## src/rtl/core/tksas_pkg.sv

```systemverilog
// Package: shared types and constants of the top-k smallest arc selector.
`timescale 1ns / 1ps
`default_nettype none
package tksas_pkg;

  localparam int unsigned COST_W      = 24;
  localparam int unsigned INDEX_W     = 11;
  localparam int unsigned KEEP_W      = 6;
  localparam int unsigned CFG_IDX_W   = 1;
  localparam int unsigned CFG_DATA_W  = 24;

  localparam logic [KEEP_W-1:0] KEEP_RESET = KEEP_W'(8);
  localparam logic [COST_W-1:0] CEIL_RESET = COST_W'(1000000);

  localparam logic [CFG_IDX_W-1:0] REG_KEEP_COUNT   = 1'b0;
  localparam logic [CFG_IDX_W-1:0] REG_COST_CEILING = 1'b1;

  typedef struct packed {
    logic [COST_W-1:0]  arc_cost;
    logic [INDEX_W-1:0] item_index;
    logic               arc_infeasible;
    logic               line_last;
  } tksas_in_t;

  typedef struct packed {
    logic [INDEX_W-1:0] kept_index;
    logic               kept_valid;
    logic               result_last;
  } tksas_out_t;

  typedef struct packed {
    logic insert;
    logic capture;
    logic load_none;
    logic load_slot;
    logic advance;
    logic clear;
  } tksas_cmd_t;

  typedef struct packed {
    logic capture_empty;
    logic cur_hit;
    logic out_last;
  } tksas_status_t;

endpackage
`default_nettype wire

```

## src/rtl/core/tksas_datapath.sv

```systemverilog
// Datapath: configuration registers, sorted slot chain, emit mask and result register.
`timescale 1ns / 1ps
`default_nettype none
module tksas_datapath import tksas_pkg::*; #(
  parameter int unsigned MAX_KEEP = 32
) (
  input  wire logic                  clk_i,
  input  wire logic                  rst_ni,
  input  wire logic                  cfg_we_i,
  input  wire logic [CFG_IDX_W-1:0]  cfg_index_i,
  input  wire logic [CFG_DATA_W-1:0] cfg_data_i,
  input  wire tksas_in_t             in_data_i,
  input  wire tksas_cmd_t            cmd_i,
  output tksas_status_t              status_o,
  output tksas_out_t                 out_data_o
);

  localparam int unsigned PTR_W = (MAX_KEEP > 1) ? $clog2(MAX_KEEP) : 1;
  localparam int unsigned KW    = KEEP_W + 1;

  logic [KEEP_W-1:0]  keep_count_q;
  logic [COST_W-1:0]  cost_ceiling_q;

  logic [COST_W-1:0]  slot_cost_q  [MAX_KEEP];
  logic [INDEX_W-1:0] slot_index_q [MAX_KEEP];
  logic [MAX_KEEP-1:0] slot_filled_q;

  logic [COST_W-1:0]  slot_cost_d  [MAX_KEEP];
  logic [INDEX_W-1:0] slot_index_d [MAX_KEEP];
  logic [MAX_KEEP-1:0] slot_filled_d;

  logic [COST_W-1:0]  prev_cost  [MAX_KEEP];
  logic [INDEX_W-1:0] prev_index [MAX_KEEP];
  logic [MAX_KEEP-1:0] prev_filled;

  logic [MAX_KEEP-1:0] mask_q, mask_d;
  logic [MAX_KEEP-1:0] rest;
  logic [PTR_W-1:0]    ptr_q, ptr_d;
  tksas_out_t          out_q, out_d;

  logic [KW-1:0]       kc;
  logic [KW-1:0]       k_eff;
  logic [MAX_KEEP-1:0] active;
  logic [MAX_KEEP-1:0] hit;
  logic [MAX_KEEP-1:0] hit_above;
  logic                prior;

  always_ff @(posedge clk_i or negedge rst_ni) begin
    if (!rst_ni) begin
      keep_count_q   <= KEEP_RESET;
      cost_ceiling_q <= CEIL_RESET;
    end else if (cfg_we_i) begin
      unique case (cfg_index_i)
        REG_KEEP_COUNT:   keep_count_q   <= cfg_data_i[KEEP_W-1:0];
        REG_COST_CEILING: cost_ceiling_q <= cfg_data_i[COST_W-1:0];
        default: ;
      endcase
    end
  end

  always_comb begin
    kc = {1'b0, keep_count_q};
    if (kc == '0) begin
      k_eff = KW'(1);
    end else if (kc > KW'(MAX_KEEP)) begin
      k_eff = KW'(MAX_KEEP);
    end else begin
      k_eff = kc;
    end
  end

  always_comb begin
    prior = 1'b0;
    for (int s = 0; s < MAX_KEEP; s++) begin
      active[s]    = (KW'(s) < k_eff);
      hit[s]       = active[s] && !in_data_i.arc_infeasible &&
                     (in_data_i.arc_cost <= slot_cost_q[s]);
      hit_above[s] = prior;
      prior        = prior | hit[s];
    end
  end

  always_comb begin
    prev_cost[0]   = '0;
    prev_index[0]  = '0;
    prev_filled[0] = 1'b0;
    for (int s = 1; s < MAX_KEEP; s++) begin
      prev_cost[s]   = slot_cost_q[s-1];
      prev_index[s]  = slot_index_q[s-1];
      prev_filled[s] = slot_filled_q[s-1];
    end
  end

  always_comb begin
    for (int s = 0; s < MAX_KEEP; s++) begin
      slot_cost_d[s]   = slot_cost_q[s];
      slot_index_d[s]  = slot_index_q[s];
      slot_filled_d[s] = slot_filled_q[s];
      if (cmd_i.clear) begin
        slot_cost_d[s]   = cost_ceiling_q;
        slot_index_d[s]  = '0;
        slot_filled_d[s] = 1'b0;
      end else if (cmd_i.insert && active[s] && hit_above[s]) begin
        slot_cost_d[s]   = prev_cost[s];
        slot_index_d[s]  = prev_index[s];
        slot_filled_d[s] = prev_filled[s];
      end else if (cmd_i.insert && hit[s]) begin
        slot_cost_d[s]   = in_data_i.arc_cost;
        slot_index_d[s]  = in_data_i.item_index;
        slot_filled_d[s] = 1'b1;
      end
    end
  end

  always_ff @(posedge clk_i or negedge rst_ni) begin
    if (!rst_ni) begin
      slot_filled_q <= '0;
      for (int s = 0; s < MAX_KEEP; s++) begin
        slot_cost_q[s] <= CEIL_RESET;
      end
    end else begin
      slot_filled_q <= slot_filled_d;
      for (int s = 0; s < MAX_KEEP; s++) begin
        slot_cost_q[s] <= slot_cost_d[s];
      end
    end
  end

  always_ff @(posedge clk_i) begin
    for (int s = 0; s < MAX_KEEP; s++) begin
      slot_index_q[s] <= slot_index_d[s];
    end
  end

  always_comb begin
    rest        = mask_q;
    rest[ptr_q] = 1'b0;
  end

  always_comb begin
    mask_d = mask_q;
    ptr_d  = ptr_q;
    out_d  = out_q;
    if (cmd_i.capture) begin
      mask_d = slot_filled_q & active;
      ptr_d  = '0;
    end
    if (cmd_i.load_none) begin
      out_d.kept_index  = '0;
      out_d.kept_valid  = 1'b0;
      out_d.result_last = 1'b1;
    end
    if (cmd_i.load_slot) begin
      out_d.kept_index  = slot_index_q[ptr_q];
      out_d.kept_valid  = 1'b1;
      out_d.result_last = (rest == '0);
      mask_d            = rest;
    end
    if (cmd_i.advance) begin
      ptr_d = ptr_q + 1'b1;
    end
  end

  always_ff @(posedge clk_i or negedge rst_ni) begin
    if (!rst_ni) begin
      mask_q <= '0;
      ptr_q  <= '0;
    end else begin
      mask_q <= mask_d;
      ptr_q  <= ptr_d;
    end
  end

  always_ff @(posedge clk_i) begin
    out_q <= out_d;
  end

  assign status_o.capture_empty = ((slot_filled_q & active) == '0);
  assign status_o.cur_hit       = mask_q[ptr_q];
  assign status_o.out_last      = out_q.result_last;
  assign out_data_o             = out_q;

endmodule
`default_nettype wire

```

## src/rtl/core/tksas_ctrl.sv

```systemverilog
// Controller: state machine sequencing insertion, line-end scan and result transfers.
`timescale 1ns / 1ps
`default_nettype none
module tksas_ctrl import tksas_pkg::*; (
  input  wire logic          clk_i,
  input  wire logic          rst_ni,
  input  wire logic          in_valid_i,
  input  wire logic          in_line_last_i,
  output logic               in_ready_o,
  output logic               out_valid_o,
  input  wire logic          out_ready_i,
  input  wire tksas_status_t status_i,
  output tksas_cmd_t         cmd_o
);

  typedef enum logic [3:0] {
    S_IDLE    = 4'b0001,
    S_CAPTURE = 4'b0010,
    S_SEEK    = 4'b0100,
    S_OUT     = 4'b1000
  } state_e;

  state_e state_q, state_d;

  always_comb begin
    state_d     = state_q;
    cmd_o       = '0;
    in_ready_o  = 1'b0;
    out_valid_o = 1'b0;
    unique case (state_q)
      S_IDLE: begin
        in_ready_o = 1'b1;
        if (in_valid_i) begin
          cmd_o.insert = 1'b1;
          if (in_line_last_i) begin
            state_d = S_CAPTURE;
          end
        end
      end
      S_CAPTURE: begin
        cmd_o.capture = 1'b1;
        if (status_i.capture_empty) begin
          cmd_o.load_none = 1'b1;
          state_d         = S_OUT;
        end else begin
          state_d = S_SEEK;
        end
      end
      S_SEEK: begin
        if (status_i.cur_hit) begin
          cmd_o.load_slot = 1'b1;
          state_d         = S_OUT;
        end else begin
          cmd_o.advance = 1'b1;
        end
      end
      S_OUT: begin
        out_valid_o = 1'b1;
        if (out_ready_i) begin
          if (status_i.out_last) begin
            cmd_o.clear = 1'b1;
            state_d     = S_IDLE;
          end else begin
            cmd_o.advance = 1'b1;
            state_d       = S_SEEK;
          end
        end
      end
      default: state_d = S_IDLE;
    endcase
  end

  always_ff @(posedge clk_i or negedge rst_ni) begin
    if (!rst_ni) begin
      state_q <= S_IDLE;
    end else begin
      state_q <= state_d;
    end
  end

endmodule
`default_nettype wire

```

## src/rtl/core/top_k_smallest_arc_selector.sv

```systemverilog
// Top level: streaming selector of the k smallest feasible costs of one matrix line.
// On each input transfer the cost is compared against all active slots at
// once and the sorted slot chain shifts in the same cycle. After the
// transfer that ends a line is inserted, the block captures the kept
// slots, scans the slots up to the highest kept slot (at most k), hands out
// one result per kept slot (or one empty result if none is kept), holding
// each through any output stall, and reloads every slot with the cost
// ceiling on the final result transfer. Input is not taken while results
// of a line are pending. The slot compare chain sets the critical path:
// one 24-bit compare per slot and a priority prefix over MAX_KEEP slots.
`timescale 1ns / 1ps
`default_nettype none
module top_k_smallest_arc_selector import tksas_pkg::*; #(
  parameter int unsigned MAX_KEEP = 32
) (
  input  wire logic                  clk_i,
  input  wire logic                  rst_ni,
  input  wire logic                  cfg_we_i,
  input  wire logic [CFG_IDX_W-1:0]  cfg_index_i,
  input  wire logic [CFG_DATA_W-1:0] cfg_data_i,
  input  wire logic                  in_valid_i,
  output logic                       in_ready_o,
  input  wire tksas_in_t             in_data_i,
  output logic                       out_valid_o,
  input  wire logic                  out_ready_i,
  output tksas_out_t                 out_data_o
);

  tksas_cmd_t    cmd;
  tksas_status_t status;

  tksas_ctrl u_ctrl (
    .clk_i          (clk_i),
    .rst_ni         (rst_ni),
    .in_valid_i     (in_valid_i),
    .in_line_last_i (in_data_i.line_last),
    .in_ready_o     (in_ready_o),
    .out_valid_o    (out_valid_o),
    .out_ready_i    (out_ready_i),
    .status_i       (status),
    .cmd_o          (cmd)
  );

  tksas_datapath #(
    .MAX_KEEP (MAX_KEEP)
  ) u_datapath (
    .clk_i       (clk_i),
    .rst_ni      (rst_ni),
    .cfg_we_i    (cfg_we_i),
    .cfg_index_i (cfg_index_i),
    .cfg_data_i  (cfg_data_i),
    .in_data_i   (in_data_i),
    .cmd_i       (cmd),
    .status_o    (status),
    .out_data_o  (out_data_o)
  );

endmodule
`default_nettype wire

```

## config.mk

```make
export PLATFORM = sky130hd
export DESIGN_NAME = top_k_smallest_arc_selector
export DESIGN_NICKNAME = d
export VERILOG_FILES = /design/src/rtl/core/tksas_pkg.sv /design/src/rtl/core/tksas_datapath.sv /design/src/rtl/core/tksas_ctrl.sv /design/src/rtl/core/top_k_smallest_arc_selector.sv
export SDC_FILE = /design/constraint.sdc
export NUM_CORES = 2
export LEC_CHECK = 0
export BUFFER_PORTS_ARGS = -buffer_cell sky130_fd_sc_hd__buf_2
export CAP_MARGIN = 0
export CELL_PAD_IN_SITES_DETAIL_PLACEMENT = 0
export CELL_PAD_IN_SITES_GLOBAL_PLACEMENT = 1
export CORE_ASPECT_RATIO = 1.5
export CORE_MARGIN = 4
export CORE_UTILIZATION = 45
export CTS_CLUSTER_SIZE = 25
export DETAILED_ROUTE_END_ITERATION = 6
export PLACE_DENSITY_LB_ADDON = 0.2
export SYNTH_ARGS = -nofsm -noshare
export SYNTH_HDL_FRONTEND = slang
export SYNTH_SLANG_ARGS = --single-unit
```

## constraint.sdc

```tcl
create_clock -name clk_i -period 4.2 [get_ports clk_i]
set_input_delay 0.84 -clock clk_i [delete_from_list [all_inputs] [get_ports clk_i]]
set_output_delay 0.84 -clock clk_i [all_outputs]
set_load 0.005 [all_outputs]
```

Yosys cells after proc, flatten, opt, wreduce, memory -nomap -nowiden
Memory sizes are Yosys's and may differ from the RTL's.
Cells that the tools add are included.
- flip-flop bits (word level): 884
- RAM bits: 352
- input bits: 67
- output and inout port bits: 15
- logic and storage cells: 703
- memories kept: 1
- memories (memory ; words ; width ; rd ports ; clocked after memory_dff ; write ports ; line ; source):
    u_datapath.slot_index_q ; 32 ; 11 ; 32 ; 0 ; 32 ; tksas_datapath.sv:25 ; logic [INDEX_W-1:0] slot_index_q [MAX_KEEP];
- add/sub/neg operators: 1
- $lt $le $gt $ge: 67
- eq/ne operators: 9
- multiplexer cells: 318
- bitwise gates (word level): 34
- reduce and logical (&&, ||, !) cells: 201
- operators by type and width (cell ; count):
    $mux 24 ; 95
    $mux 11 ; 95
    $le 24x24->1 ; 32
    $logic_and 1x1->1 ; 159
    $mux 1 ; 108
    $lt 5x6->1 const A ; 16
    $reduce_bool 3->1 ; 31
    $and 32x32->32 ; 2
    $logic_not 32->1 ; 2
    $mux 32 ; 2
    $lt 4x6->1 const A ; 8
    $not 32->32 ; 1
    $or 1x1->1 ; 30
    $mux 13 ; 2
    $lt 3x6->1 const A ; 4
    $mux 4 ; 5
    $pmux 4 s4 ; 1
    $lt 1x6->1 const A ; 2
    $lt 2x6->1 const A ; 2
    $mux 6 ; 2
    $mux 5 ; 2
    $ne 2x2->1 const B ; 4
    $reduce_bool 2->1 ; 4
    $gt 6x6->1 const B ; 1
    18 further kinds ; 20

Longest topological paths before layout
- depth after elaboration: 39
- gate-level depth with buffers: 17
- mapped depth without buffers: 13

Hierarchy
From an unflattened synthesis, not the netlist that was laid out.
- cell total of the unflattened synthesis: 9480
- area total of the unflattened synthesis: 82761.9 um^2
- modules (own cells, without submodules) (module ; times used ; cells an instance ; area each (um^2) ; sequential area each (um^2)):
    tksas_datapath ; 1 ; 9441 ; 82402.8 ; 29523.3
    tksas_ctrl ; 1 ; 39 ; 359.1 ; 101.3

Worst setup path after synthesis
OpenSTA, ideal clock, no wires.
- path type: input to register
- from: in in_data_i[13] in the netlist's numbering
- to: reg u_datapath.slot_cost_q, in the netlist u_datapath.prev_cost[615]
- setup time: 140 ps
- arrival time: 4915 ps
- data required time: 4060 ps
- path slack: -855 ps
- stages on the path: 16
- buffers on the path: 3
- path through: clkinv_1 > ha_1 > nor2b_1 > o211ai_1 > a2111oi_0 > or3_1 > a221oi_1 > a211o_1 > o21a_1 > buf_2 > o21ai_1 > a21boi_0 > buf_2 > buf_2 > mux2i_1 > o21ai_0
- word-level cells in the longest chain between the ends: 9
- elaborated cells on any way between the ends: 21
- classes of those cells: order compare: 6; mux: 2; bitwise: 4; reduce/logical: 9
- RTL lines (item ; line ; source):
    start, declared ; top_k_smallest_arc_selector.sv:23 ; input wire tksas_in_t in_data_i,
    $le 24x24->1 ; tksas_datapath.sv:77 ; (in_data_i.arc_cost <= slot_cost_q[s]);
    $logic_and 1x1->1 ; tksas_datapath.sv:76 ; hit[s] = active[s] && !in_data_i.arc_infeasible &&
    $or 1x1->1 (4 in series) ; tksas_datapath.sv:79 ; prior = prior | hit[s];
    $logic_and 1x1->1 ; tksas_datapath.sv:103 ; end else if (cmd_i.insert && active[s] && hit_above[s]) begin
    $mux 24 ; tksas_datapath.sv:103 ;
    $mux 24 ; tksas_datapath.sv:99 ; if (cmd_i.clear) begin
    end signal, assigned by index ; tksas_datapath.sv:124 ; slot_cost_q[s] <= slot_cost_d[s];
    end, declared ; tksas_datapath.sv:24 ; logic [COST_W-1:0] slot_cost_q [MAX_KEEP];
Parallel ways exist; a longest one is shown, timed or not.
A chain may end at the register's enable or synchronous reset.

Final worst setup path
- from: reg u_datapath.slot_cost_q, in the netlist u_datapath.prev_cost[547]
- to: reg u_datapath.slot_cost_q, in the netlist u_datapath.prev_cost[118]
- word-level cells in the longest chain between the ends: 23
- elaborated cells on any way between the ends: 24
- classes of those cells: order compare: 1; mux: 2; bitwise: 18; reduce/logical: 3
- RTL lines (item ; line):
    $le 24x24->1 * ; tksas_datapath.sv:77
    $logic_and 1x1->1 * ; tksas_datapath.sv:76
    $or 1x1->1 * (18 in series) ; tksas_datapath.sv:79
    $logic_and 1x1->1 * ; tksas_datapath.sv:103
    $mux 24 ; tksas_datapath.sv:103
    $mux 24 ; tksas_datapath.sv:99
Every way passes the cells marked *; elsewhere a longest branch is shown, timed or not.

==> impl_metrics.yaml <==
critical_path:
  path_class: "flop to flop"
  crit_slowest_cell: "dfstp_2"
  reg2reg_depth: 17
  path_max_fanout: 7
  crit_arrival_ns: 5.56
  worstPathRequired_ns: 4.90
  path_cells: "clkinvlp_4 > ha_4 > nand4_1 > or2_4 > o32ai_1 > a211oi_2 > a31o_4 > or4_4 > buf_12 > buf_4 > nor3_4 > buf_6 > buf_6 > a311oi_4 > buf_6 > and3_4 > o32a_1"
  cp-start-kind: "flop"
  r2r-start: "u_datapath.prev_cost[547]"
  cp_slowest_stage_delay_ns: 0.56
  crit_path_frequent_cell: "buf_6"
  critPathCaptureType: "flop"
  worstSetupStartpoint: "u_datapath.prev_cost[547]"
timing:
  hold_viol: 0
  tightestPinTransition_ns: 1.365
  drv_slew: 0
  finClkSkew_ns: 0.06753
  setup_viol: 962
  timing.final.crit_share_pct: 115.9
  rsz0062_at_grt: "yes"
  worst_slack_ns: -0.6665
  slew_headroom_pct: 8.971
  fmax_mhz: 205.5
  period_needed_ns: 4.866
  finalSetupTns_ns: -393.71
yosys:
  ys_warn_count: 0
  yosysSeqAreaShare_pct: 36.01
  netlist_instances: 9345
  synth_area_um2: 82260
  ys_types: 91
  synthFlopType: "dfrtp_1"
  avgSynthCellArea_um2: 8.803
  synth_seq_cells: 1236
  ys_async_sr_fraction_pct: 70.47
  synth_nets: 10180
  synth_edf_count: 23
die:
  die_width_um: 357.1
  fp-row-count: 191
  design.core.area_um2: 181100
  io_pins: 82
  die_h_um: 531.6
  dieArea_um2: 189800
  initial_core_util_pct: 45.41
min_path:
  hold_start: "cfg_data_i[8]"
  whs_path_depth: 2
  hp-class: "primary input to flop"
grt:
  antenna_found_initial: 77
  grt_first_pass_wirelength_um: 679200
  grt-ovfl-total: 0
  grt_pass1_vias: 85540
  grtUsageTotal_pct: 51.00
  grt_max_degree: 95
route:
  vias: 90010
  avgRoutedWirePerCell_um: 37.78
  drt_first_iter_violations: 11600
  firstDrtPassIters: 7
  drc: 5
  finalWirelength_um: 499800
  ant_nets: 0
  vias_per_cell: 6.804
place:
  pre_cts_ws_ns: -1.839
  io_buffers: 81
  place_congestion: 1.097
  dp_hpwl_um: 351700
  placed_area_um2: 98140
final_layout:
  final_cell_mix: "1424 x buf_4, 843 x nor2_1, 801 x inv_1"
  finish.instance_area_um2: 109300
  drive_gt1_share_pct: 28.56
  final_common_cell: "buf_4"
  fin_util_pct: 60.31
  syn_to_final_growth_pct: 32.81
  nets: 11480
status:
  run_status: "complete, but fails checks"
  violations: "DRC, setup timing"
clock_network:
  cts_sinks: 1236
  numCtsBuffers: 150
  clock_latency_ns: 0.87
  cts_buffer_depth: 4
  path_clk_slew_ns: 0.06
  cts_tree: "yes"
  htreeDepth: 4
  cts_root_buf: "clkbuf_16"
power:
  fin_total_pwr_mw: 80.97
  p_per_area_nw_per_um2: 741.1
  power_leakage_nw: 51.07
  ir_worst_vdd_v: 0.0006606
job:
  maxCapViolCount: 0
==> final timing paths <==
path / slack (ns) / to
max in group asynchronous: 2.30 / u_datapath.prev_cost[719]
worst min-delay path: 0.22 / u_datapath.cost_ceiling_q[8]
worst max register to register: -0.67 / u_datapath.prev_cost[118]
min in group asynchronous: 0.62 / u_datapath.prev_cost[432]
worst min register to register: 0.44 / u_datapath.out_data_o[1]
worst max-delay path: -0.67 / u_datapath.prev_cost[118]
==> sequential cells by signal, summed over array words and instances (netlist names) <==
| signal | flops |
|---|---|
| u_ctrl.state_q | 4 |
| u_datapath.cost_ceiling_q | 24 |
| u_datapath.keep_count_q | 6 |
| u_datapath.mask_q | 32 |
| u_datapath.out_data_o | 13 |
| u_datapath.prev_cost | 744 |
| u_datapath.ptr_q | 5 |
| u_datapath.slot_cost_q | 24 |
| u_datapath.slot_filled_q | 32 |
| u_datapath.slot_index_q | 352 |
==> cell type report <==
class	count	area [um^2]
fill	15980	71890
multi-input combinational	6561	49820
sequential	1236	29630
timing repair buffer	1870	18590
clock buffer	213	4322
inverter	820	3094
tap	2412	3018
clock inverter	51	608.1
antenna	67	167.7
==> Yosys cell counts, drive strengths merged (61+ instances only) <==
| library cell | instances | area share, % |
|---|---|---|
| nor2 | 882 | 4.0 |
| o21ai | 604 | 3.7 |
| dfxtp | 342 | 8.3 |
| ha | 772 | 12 |
| clkbuf | 613 | 2.8 |
| nand3 | 192 | 1.2 |
| mux2i | 495 | 6.0 |
| a31oi | 145 | 1.1 |
| inv | 818 | 3.7 |
| o211ai | 109 | 0.99 |
| a221o | 61 | 0.74 |
| o22ai | 64 | 0.49 |
| a211oi | 307 | 2.8 |
| buf | 118 | 0.63 |
| nor3 | 178 | 1.1 |
| mux4 | 96 | 2.6 |
| o221ai | 68 | 0.72 |
| a21oi | 614 | 3.7 |
| a21o | 96 | 0.88 |
| dfstp | 233 | 7.4 |
| and2 | 61 | 0.46 |
| mux2 | 119 | 1.6 |
| nand4 | 188 | 1.4 |
| dfrtp | 638 | 19 |
| nand2 | 619 | 2.8 |
==> routing by layer <==
layer | wire, um | track usage, %
met1 | 160100 | 53.04
met2 | 215000 | 75.67
met3 | 53320 | 18.21
met4 | 71130 | 55.94
met5 | 299 | 0.4615
==> through the flow <==
| step | cells | hold WS [ns] |
|---|---|---|
| after floorplan | 9345 | 0.4388 |
| after global routing | 13170 | 0.2374 |
| after global placement | 12710 | 0.4312 |
| final | 13230 | 0.2239 |
| after CTS | 13090 | 0.2131 |
| after detailed placement | 12710 | 0.4369 |
==> timing repair <==
action,4_1_cts,5_1_grt
setup endpoints to repair,1007,1018
resized for setup,378,307
endpoints found under the hold margin,2,0
pin swaps,129,88
hold buffers,1,0
setup buffers,74,56
gates cloned,49,29
==> critical path, delay by kind of cell (launching register included) <==
family,cells,cell delay (ns)
AO/OA/AOI/OAI,5,1.42
adder cells (fa/ha/maj),1,0.32
buffers and inverters,6,1.00
flip-flops,1,0.56
AND/OR/NAND/NOR,5,1.40
==> power breakdown <==
group          switching, mW  internal [mW]
combinational           23.6           19.9
clock                   5.93           7.91
sequential              5.23           18.4
total                   34.8           46.2
==> logic make-up (layout without fill, tap and decap cells) <==
family                   Yosys count  in the layout  synth area share (%)
AO/OA/AOI/OAI                   2604           2604                 20.93
AND/OR/NAND/NOR                 2469           2472                 13.83
buffers and inverters           1551           2954                 7.172
flip-flops                      1236           1236                 36.01
adder cells (fa/ha/maj)          773            773                 11.75
multiplexers                     710            710                 10.28
XOR/XNOR                           2              2               0.02130
other                              0             67                     0
Note: power is estimated with default switching activity, not from simulation.
